## config.mk

```make
export PLATFORM = sky130hd
export DESIGN_NAME = dtmf_digit_relay_sequencer_top
export DESIGN_NICKNAME = d
export VERILOG_FILES = /design/src/hdl/dtmf_pkg.sv /design/src/hdl/dtmf_lane.sv /design/src/hdl/dtmf_merge.sv /design/src/hdl/dtmf_digit_relay_sequencer_top.sv
export SDC_FILE = /design/constraint.sdc
export NUM_CORES = 1
export LEC_CHECK = 0
export BUFFER_PORTS_ARGS = -buffer_cell sky130_fd_sc_hd__buf_2
export CORE_UTILIZATION = 45
export DETAILED_ROUTE_END_ITERATION = 10
export GPL_TIMING_DRIVEN = 0
export MAX_ROUTING_LAYER = met4
export PLACE_DENSITY = 0.65
export SLEW_MARGIN = 10
export SYNTH_ARGS = -nofsm -noshare
export SYNTH_HDL_FRONTEND = slang
export SYNTH_SLANG_ARGS = --single-unit
```

## constraint.sdc

```tcl
create_clock -name clk -period 9.7 [get_ports clk]
set_input_delay 0.97 -clock clk [delete_from_list [all_inputs] [get_ports clk]]
set_output_delay 0.97 -clock clk [all_outputs]
set_load 0.005 [all_outputs]
```

## src/hdl/dtmf_pkg.sv

```systemverilog
// ----------------------------------------------------------------------------
// dtmf_pkg
// shared types, constants and the code-to-pattern table of the relay sequencer
// ----------------------------------------------------------------------------
`timescale 1ns / 1ps

package dtmf_pkg;

    localparam int NUM_CH     = 2;
    localparam int CODE_W     = 4;
    localparam int BYTE_W     = 8;
    localparam int DUR_W      = 16;
    localparam int STAMP_W    = 32;
    localparam int RELAY_W    = NUM_CH * BYTE_W;
    localparam int CFG_IDX_W  = 2;
    localparam int CFG_DATA_W = 8;
    localparam int S_DATA_W   = 8;
    localparam int M_DATA_W   = 72;

    localparam logic [CFG_IDX_W-1:0] CFG_HOLD_TICKS  = 2'd0;
    localparam logic [CFG_IDX_W-1:0] CFG_GUARD_TICKS = 2'd1;
    localparam logic [CFG_IDX_W-1:0] CFG_TICK_STEP   = 2'd2;

    localparam logic [7:0] HOLD_TICKS_RST  = 8'd15;
    localparam logic [7:0] GUARD_TICKS_RST = 8'd15;
    localparam logic [7:0] TICK_STEP_RST   = 8'd20;

    localparam logic [BYTE_W-1:0] STORE_BIT = 8'h20;
    localparam logic [DUR_W-1:0]  DUR_MAX   = 16'hFFFF;

    typedef struct packed {
        logic [7:0] hold_ticks;
        logic [7:0] guard_ticks;
        logic [7:0] tick_step_ms;
    } cfg_t;

    typedef struct packed {
        logic               tick;
        logic               strobe;
        logic [CODE_W-1:0]  code;
        logic               level;
        logic [STAMP_W-1:0] tick_count;
    } lane_in_t;

    typedef struct packed {
        logic [BYTE_W-1:0]  relay_byte;
        logic               busy;
        logic               fired;
        logic [CODE_W-1:0]  digit;
        logic [DUR_W-1:0]   duration;
        logic [STAMP_W-1:0] stamp;
    } lane_out_t;

    typedef struct packed {
        logic [STAMP_W-1:0] event_timestamp;
        logic [DUR_W-1:0]   event_duration_ms;
        logic [CODE_W-1:0]  event_digit;
        logic               event_channel;
        logic               event_valid;
        logic [NUM_CH-1:0]  chan_busy;
        logic [RELAY_W-1:0] relay_word;
    } result_t;

    function automatic logic [4:0] pattern_of_code(input logic [CODE_W-1:0] code);
        logic [4:0] pat;
        begin
            case (code)
                4'd1:    pat = 5'h03;
                4'd2:    pat = 5'h04;
                4'd3:    pat = 5'h0F;
                4'd4:    pat = 5'h0C;
                4'd5:    pat = 5'h0B;
                4'd6:    pat = 5'h10;
                4'd7:    pat = 5'h13;
                4'd8:    pat = 5'h14;
                4'd9:    pat = 5'h1F;
                4'd10:   pat = 5'h1C;
                default: pat = 5'h00;
            endcase
            return pat;
        end
    endfunction

endpackage

```

## src/hdl/dtmf_lane.sv

```systemverilog
// ----------------------------------------------------------------------------
// dtmf_lane
// per-channel digit sequencer: latches strobes, steps the dial phases on ticks
// and drives its own byte of the relay word
// ----------------------------------------------------------------------------
`timescale 1ns / 1ps

module dtmf_lane
(
    input  logic                clk,
    input  logic                rst_n,
    input  logic                en,
    input  dtmf_pkg::cfg_t      cfg,
    input  dtmf_pkg::lane_in_t  lin,
    output dtmf_pkg::lane_out_t lout
);

    typedef enum logic [2:0]
    {
        PH_IDLE    = 3'd0,
        PH_WAIT    = 3'd1,
        PH_OPERATE = 3'd2,
        PH_HOLD    = 3'd3,
        PH_RELEASE = 3'd4,
        PH_GUARD   = 3'd5
    } phase_t;

    phase_t                             phase_reg, phase_next;
    logic [dtmf_pkg::CODE_W-1:0]        code_reg, code_next;
    logic [7:0]                         delay_reg, delay_next;
    logic [dtmf_pkg::DUR_W-1:0]         dur_reg, dur_next;
    logic [dtmf_pkg::CODE_W-1:0]        digit_reg, digit_next;
    logic [dtmf_pkg::STAMP_W-1:0]       stamp_reg, stamp_next;
    logic [dtmf_pkg::BYTE_W-1:0]        relay_reg, relay_next;
    logic                               fired;
    logic [dtmf_pkg::DUR_W:0]           dur_sum;
    logic [4:0]                         pat;
    logic [7:0]                         delay_inc;

    assign dur_sum   = {1'b0, dur_reg} + {9'd0, cfg.tick_step_ms};
    assign pat       = dtmf_pkg::pattern_of_code(code_reg);
    assign delay_inc = delay_reg + 8'd1;

    always_comb
    begin
        phase_next = phase_reg;
        code_next  = code_reg;
        delay_next = delay_reg;
        dur_next   = dur_reg;
        digit_next = digit_reg;
        stamp_next = stamp_reg;
        relay_next = relay_reg;
        fired      = 1'b0;
        if (lin.strobe)
        begin
            code_next  = lin.code;
            stamp_next = lin.tick_count;
        end
        else if (lin.tick)
        begin
            case (phase_reg)
                PH_IDLE:
                begin
                    if (code_reg != '0)
                    begin
                        phase_next = PH_WAIT;
                        digit_next = code_reg;
                        dur_next   = '0;
                    end
                end
                PH_WAIT:
                begin
                    dur_next = dur_sum[dtmf_pkg::DUR_W] ? dtmf_pkg::DUR_MAX
                                                        : dur_sum[dtmf_pkg::DUR_W-1:0];
                    if (!lin.level)
                        phase_next = PH_OPERATE;
                end
                PH_OPERATE:
                begin
                    code_next = '0;
                    if (pat != '0)
                        relay_next = {3'b000, pat} | dtmf_pkg::STORE_BIT;
                    phase_next = PH_HOLD;
                    fired      = 1'b1;
                end
                PH_HOLD:
                begin
                    delay_next = delay_inc;
                    if (delay_inc == cfg.hold_ticks)
                    begin
                        delay_next = '0;
                        phase_next = PH_RELEASE;
                    end
                end
                PH_RELEASE:
                begin
                    relay_next = '0;
                    phase_next = PH_GUARD;
                end
                PH_GUARD:
                begin
                    delay_next = delay_inc;
                    if (delay_inc == cfg.guard_ticks)
                    begin
                        delay_next = '0;
                        phase_next = PH_IDLE;
                    end
                end
                default:
                begin
                    phase_next = PH_IDLE;
                end
            endcase
        end
    end

    always_ff @(posedge clk or negedge rst_n)
    begin
        if (!rst_n)
        begin
            phase_reg <= PH_IDLE;
            code_reg  <= '0;
            delay_reg <= '0;
            dur_reg   <= '0;
            digit_reg <= '0;
            stamp_reg <= '0;
            relay_reg <= '0;
        end
        else if (en)
        begin
            phase_reg <= phase_next;
            code_reg  <= code_next;
            delay_reg <= delay_next;
            dur_reg   <= dur_next;
            digit_reg <= digit_next;
            stamp_reg <= stamp_next;
            relay_reg <= relay_next;
        end
    end

    // record fields are untouched by the operate step, so current values serve
    assign lout.relay_byte = relay_next;
    assign lout.busy       = (phase_next != PH_IDLE);
    assign lout.fired      = fired;
    assign lout.digit      = digit_reg;
    assign lout.duration   = dur_reg;
    assign lout.stamp      = stamp_reg;

endmodule

```

## src/hdl/dtmf_merge.sv

```systemverilog
// ----------------------------------------------------------------------------
// dtmf_merge
// combines the lane results into one record (channel 0 wins) and queues it in
// a two-entry output register with skid stage
// ----------------------------------------------------------------------------
`timescale 1ns / 1ps

module dtmf_merge
(
    input  logic                clk,
    input  logic                rst_n,
    input  logic                push,
    output logic                push_ready,
    input  dtmf_pkg::lane_out_t lanes [dtmf_pkg::NUM_CH],
    output logic                out_valid,
    input  logic                out_ready,
    output dtmf_pkg::result_t   out_data
);

    dtmf_pkg::result_t  res;
    dtmf_pkg::result_t  head_reg, head_next;
    dtmf_pkg::result_t  skid_reg, skid_next;
    logic [1:0]         cnt_reg, cnt_next;
    logic               pop;
    logic               sel;

    always_comb
    begin
        sel = !lanes[0].fired;
        res = '0;
        res.relay_word = {lanes[1].relay_byte, lanes[0].relay_byte};
        res.chan_busy  = {lanes[1].busy, lanes[0].busy};
        if (lanes[0].fired || lanes[1].fired)
        begin
            res.event_valid       = 1'b1;
            res.event_channel     = sel;
            res.event_digit       = lanes[sel].digit;
            res.event_duration_ms = lanes[sel].duration;
            res.event_timestamp   = lanes[sel].stamp;
        end
    end

    assign push_ready = (cnt_reg != 2'd2);
    assign out_valid  = (cnt_reg != 2'd0);
    assign out_data   = head_reg;
    assign pop        = out_valid && out_ready;

    always_comb
    begin
        head_next = head_reg;
        skid_next = skid_reg;
        cnt_next  = cnt_reg;
        case ({push, pop})
            2'b11:
            begin
                if (cnt_reg == 2'd1)
                    head_next = res;
                else
                begin
                    head_next = skid_reg;
                    skid_next = res;
                end
            end
            2'b01:
            begin
                head_next = skid_reg;
                cnt_next  = cnt_reg - 2'd1;
            end
            2'b10:
            begin
                if (cnt_reg == 2'd0)
                    head_next = res;
                else
                    skid_next = res;
                cnt_next = cnt_reg + 2'd1;
            end
            default:
            begin
                cnt_next = cnt_reg;
            end
        endcase
    end

    always_ff @(posedge clk or negedge rst_n)
    begin
        if (!rst_n)
            cnt_reg <= 2'd0;
        else
            cnt_reg <= cnt_next;
    end

    always_ff @(posedge clk)
    begin
        head_reg <= head_next;
        skid_reg <= skid_next;
    end

endmodule

```

## src/hdl/dtmf_digit_relay_sequencer_top.sv

```systemverilog
// ----------------------------------------------------------------------------
// dtmf_digit_relay_sequencer_top
// two-channel dtmf digit to relay pattern sequencer
//
// s_axis carries one request per transfer: s_tuser is the kind (0 tick,
// 1 strobe), s_tdata the strobe channel, tone code and strobe levels.
// m_axis returns exactly one result per request: relay word, busy bits and,
// when m_tuser is high, the record of a digit that finished on that tick.
// cfg_we/cfg_index/cfg_data write hold_ticks (0), guard_ticks (1) and
// tick_step_ms (2); write only while no result is outstanding.
// each channel has its own sequencer lane; a merge stage picks the event
// (channel 0 first) and builds the result word.
// the result is registered in the output queue and read out on m_axis.
// the lanes update on each transfer; one request per cycle while s_tready is high.
// a two-entry output queue lets s_tready stay high while one result waits;
// s_tready drops only when two results are held by a stalled receiver.
// reset clears the tick counter, all lane state, relays and the queue, and
// loads the register defaults 15, 15 and 20.
// ----------------------------------------------------------------------------
`timescale 1ns / 1ps

module dtmf_digit_relay_sequencer_top
(
    input  logic                                clk,
    input  logic                                rst_n,
    input  logic                                s_tvalid,
    output logic                                s_tready,
    input  logic [dtmf_pkg::S_DATA_W-1:0]       s_tdata,  // strobe_channel, tone_code[3:0], strobe_levels[1:0], pad
    input  logic                                s_tuser,  // req_type
    output logic                                m_tvalid,
    input  logic                                m_tready,
    output logic [dtmf_pkg::M_DATA_W-1:0]       m_tdata,  // relay_word[15:0], chan_busy[1:0], event_channel, event_digit[3:0], event_duration_ms[15:0], event_timestamp[31:0], pad
    output logic                                m_tuser,  // event_valid
    input  logic                                cfg_we,
    input  logic [dtmf_pkg::CFG_IDX_W-1:0]      cfg_index,
    input  logic [dtmf_pkg::CFG_DATA_W-1:0]     cfg_data
);

    dtmf_pkg::cfg_t                 cfg_reg;
    logic [dtmf_pkg::STAMP_W-1:0]   tick_count_reg, tick_count_next;
    logic                           accept;
    logic                           is_tick;
    logic                           strobe_channel;
    logic [dtmf_pkg::CODE_W-1:0]    tone_code;
    logic [dtmf_pkg::NUM_CH-1:0]    strobe_levels;
    dtmf_pkg::lane_in_t             lane_in  [dtmf_pkg::NUM_CH];
    dtmf_pkg::lane_out_t            lane_out [dtmf_pkg::NUM_CH];
    dtmf_pkg::result_t              res;

    assign accept         = s_tvalid && s_tready;
    assign is_tick        = !s_tuser;
    assign strobe_channel = s_tdata[0];
    assign tone_code      = s_tdata[4:1];
    assign strobe_levels  = s_tdata[6:5];

    always_ff @(posedge clk or negedge rst_n)
    begin
        if (!rst_n)
        begin
            cfg_reg.hold_ticks   <= dtmf_pkg::HOLD_TICKS_RST;
            cfg_reg.guard_ticks  <= dtmf_pkg::GUARD_TICKS_RST;
            cfg_reg.tick_step_ms <= dtmf_pkg::TICK_STEP_RST;
        end
        else if (cfg_we)
        begin
            case (cfg_index)
                dtmf_pkg::CFG_HOLD_TICKS:  cfg_reg.hold_ticks   <= cfg_data;
                dtmf_pkg::CFG_GUARD_TICKS: cfg_reg.guard_ticks  <= cfg_data;
                dtmf_pkg::CFG_TICK_STEP:   cfg_reg.tick_step_ms <= cfg_data;
                default:                   cfg_reg              <= cfg_reg;
            endcase
        end
    end

    assign tick_count_next = tick_count_reg + 32'd1;

    always_ff @(posedge clk or negedge rst_n)
    begin
        if (!rst_n)
            tick_count_reg <= '0;
        else if (accept && is_tick)
            tick_count_reg <= tick_count_next;
    end

    for (genvar i = 0; i < dtmf_pkg::NUM_CH; i++)
    begin : g_lane
        assign lane_in[i].tick       = is_tick;
        assign lane_in[i].strobe     = s_tuser && (strobe_channel == i[0]);
        assign lane_in[i].code       = tone_code;
        assign lane_in[i].level      = strobe_levels[i];
        assign lane_in[i].tick_count = tick_count_reg;

        dtmf_lane u_lane
        (
            .clk   (clk),
            .rst_n (rst_n),
            .en    (accept),
            .cfg   (cfg_reg),
            .lin   (lane_in[i]),
            .lout  (lane_out[i])
        );
    end

    dtmf_merge u_merge
    (
        .clk        (clk),
        .rst_n      (rst_n),
        .push       (accept),
        .push_ready (s_tready),
        .lanes      (lane_out),
        .out_valid  (m_tvalid),
        .out_ready  (m_tready),
        .out_data   (res)
    );

    assign m_tuser = res.event_valid;
    assign m_tdata = {1'b0, res.event_timestamp, res.event_duration_ms, res.event_digit,
                      res.event_channel, res.chan_busy, res.relay_word};

    // a finished digit leaves its channel in hold, so it reads busy
    a_event_busy: assert property (@(posedge clk) disable iff (!rst_n)
        (m_tvalid && m_tuser) |-> (m_tdata[18] ? m_tdata[17] : m_tdata[16]))
        else $error("event reported for an idle channel");

    // without an event every record field reads zero
    a_no_event_zero: assert property (@(posedge clk) disable iff (!rst_n)
        (m_tvalid && !m_tuser) |-> (m_tdata[70:18] == '0))
        else $error("record fields set without event");

    // an operated channel 0 relay byte carries the store bit and channel 0 reads busy
    a_relay_busy: assert property (@(posedge clk) disable iff (!rst_n)
        (m_tvalid && (m_tdata[7:0] != 8'd0)) |-> (m_tdata[5] && m_tdata[16]))
        else $error("channel 0 relays driven while idle");

    // the tick counter moves only on a tick transfer
    a_tick_stable: assert property (@(posedge clk) disable iff (!rst_n)
        !(accept && is_tick) |=> $stable(tick_count_reg))
        else $error("tick counter moved without a tick");

endmodule

```

==> results.md <==
- CTS tree: yes
- Area delta synth->final: 14.3%
- CTS Hold Bufs: 0
- Port bufs: 96
- Status: complete, no violations
- CTS Sinks: about 350
- Synthesized instance count: between 1500 and 2000
- Min Tclk post-route: around 4 ns
- #FFs+latches synth: about 350
- Slew of the pin with the lowest slew margin: between 1 and 1.5 ns
- Sequential area share after synthesis: 53.8%
- CP required: between 9 and 10 ns
- Final standard cell area without fillers: between 20000 and 25000 um^2
- Initial core utilization: around 46%
- Row cnt: 72
- Synth cell types: 84
- Finished Layout Cells: between 2000 and 2500
- Endpoints failing setup: 0
- PnR worst setup slack: just under 6 ns
- Placed cells: 2206
- Clk buf depth: 3
- Startpoint types: flip-flop
- Count leader, synth: nand2_1
- Leak Pwr: 8.52 nW
- 1st-iter DRT viols: 1090
- Die Y: roughly 200 um
- Detailed-placement wirelength estimate: approximately 33000 um
- Largest cells by area after synthesis: dfrtp_1 28%, edfxtp_1 24%, nand2_1 4.7%
- VDD IR max: ~120 uV
- Clk root buf: clkbuf_16
- Share of the synthesized area in the top cell type: about 28%
- Post-Synth Simple-Gate Area: between 10% and 20%
- Placed cell area: ~19000 um^2
- H-Tree Depth: 2
- Vias per inst: ~5.8
- Max_slew headroom: between 15 and 20%
- Routability congestion estimate: around 0.9
- Clk_lat worst skew: 0.55 ns
- CP peak stage delay: a little under 0.6 ns
- Reg clk slew, reported paths: about 0.060 ns
- Pins Over Slew Limit: 0
- Share of layout cells above drive strength 1: around 16%
- Critical path endpoint category: flip-flop
- Skew final: 0.0285 ns
- CTS buffer count: 38
- RSZ-0062 raised after global routing: false
- Top cells by count, synth: 220 x nand2_1, 198 x dfrtp_1, 144 x edfxtp_1, 111 x a21oi_1, 87 x o21ai_0
- Critical path fanouts, max: 25
- Average instance area after synthesis: ~11 um^2
- Fin nets: approximately 1800
- Number of max-cap violations: 0
- Area of the multi-input gates: 7570 um^2
- Final core occ: a little over half
- CP Cell Sequence: inv_1 > ha_1 > inv_1 > nand2_1 > clkinv_1 > ha_1 > buf_6 > clkbuf_1 > o21ai_0 > a21oi_4 > buf_16 > buf_12
- Post-CTS Setup Bufs: 0
- Critical-path top delay cell: a21oi_4
- Final Hold Vio Count: 0
- DR DRC count: 0
- Period utilization: 40.2%
- Die width: 201 um
- I/O pins: 99
- Primary FF master, synth: dfrtp_1
- Storage cell area: 9540 um^2
- 1st-pass router iterations: 8
- Highest clock rate: 256 MHz
- Syn nets: roughly 1600
- YS warnings: 0
- GRT Resource Usage Total: between 20% and 30%
- HP Class: primary input to asynchronous set/reset pin
- Tot Pwr: ~6 mW
- Initial antenna violation count: 0
- Post-Route WL: 45800 um
- Fraction of registers with async set/reset: about three fifths
- Vias in the first global route: around 13000
- Number of flops mapped to enable cells by yosys: between 100 and 150
- Synth Area in Compound Gates: between 10% and 20%
- N_diodes: 0
- CP Class: flip-flop to flip-flop
- Largest family of logic cells by synthesized area: compound AO/OA/AOI/OAI gates
- Setup TNS: 0 ns
- Core area: 38700 um^2
- Per-cell routed wire length: 20.1 um
- Post-synthesis mux area share: just under 8%
- Critical Path AT: roughly 4.1 ns
- DRT antenna net count: 0
- Worst hold margin: ~0.23 ns
- Synthesized cell area: ~18000 um^2
- Pre-CTS setup slack: 5.59 ns
- Vias: ~13000
- Congestion Overflow GR: 0
- Fillers: 3400
- Power Dens Cells: around 300 nW/um^2
- Die area: around 40000 um^2
- Adder-Cell Fraction of Synth Area: between 2 and 2.5%
- Global-route wire length before repair: 72500 um
- Largest net degree at the start of global routing: ~110
- Synth area leader: dfrtp_1
- Gates resized, CTS repair: 0
- Xor/xnor share of the synthesized area: under 10%
-- routing by layer --
| layer | share of wire, % | track usage (%) | vias up |
|---|---|---|---|
| li1 | - | - | 6164 |
| met3 | 6.0 | 3.43 | 85 |
| met2 | 46 | 36.5 | 444 |
| met4 | 3.0 | 7.93 | 0 |
| met1 | 46 | 32.0 | 6564 |
| met5 | 0 | - | - |
-- critical path, delay by kind of cell (launching register included) --
family,cells,cell delay [ns]
flip-flops,1,0.40
buffers and inverters,7,1.53
adder cells (fa/ha/maj),2,0.58
AO/OA/AOI/OAI,2,0.84
AND/OR/NAND/NOR,1,0.17
-- path summary, 6_finish.rpt --
path                       slack [ns]  depth (start not counted)                      startpoint                             end
setup / recovery                 5.80                         12              u_merge.cnt_reg[0]            u_merge.skid_reg[50]
hold / removal                   0.23                          1                           rst_n  g_lane[1].u_lane.stamp_reg[29]
setup reg to reg                 5.80                         12              u_merge.cnt_reg[0]            u_merge.skid_reg[50]
hold reg to reg                  0.48                          2  g_lane[1].u_lane.stamp_reg[14]  g_lane[1].u_lane.stamp_reg[14]
max in group asynchronous        8.26                          3                           rst_n   g_lane[1].u_lane.delay_reg[3]
min in group clk                 0.48                          2  g_lane[1].u_lane.stamp_reg[14]  g_lane[1].u_lane.stamp_reg[14]
-- logic make-up (layout without fill, tap and decap cells) --
family                   count (synthesis)  in the layout
AO/OA/AOI/OAI                          429            429
other                                    1              1
XOR/XNOR                                80             80
buffers and inverters                  139            312
adder cells (fa/ha/maj)                 34             34
multiplexers                           130            130
AND/OR/NAND/NOR                        420            420
flip-flops                             352            352
-- layout by cell type (no fill, tap or decap), types with 31 or more instances in the layout --
cell         n
nand2_1    220
dfrtp_1    198
edfxtp_1   144
a21oi_1    110
buf_2      104
o21ai_0     86
clkbuf_1    76
a22o_1      74
a221oi_1    70
mux2i_1     67
mux2_2      62
xnor2_1     52
inv_1       42
nor2_1      39
clkbuf_16   38
nand3_1     33
ha_1        31
-- report_power, final --
part           internal [mW]  switching, mW
Sequential              2.14          0.232
Clock                  0.789          0.595
Combinational          0.868           1.36
Total                   3.80           2.18
-- cell type report --
| type | instances | share of cell area [%] |
|---|---|---|
| tap | 518 | 3.20 |
| timing repair buffer | 103 | 3.30 |
| clock inverter | 20 | 0.685 |
| sequential | 352 | 47.1 |
| inverter | 43 | 0.796 |
| multi-input combinational | 1094 | 37.3 |
| clock buffer | 50 | 5.16 |
| buffer | 96 | 2.43 |
(Power assumes the default switching activity.)
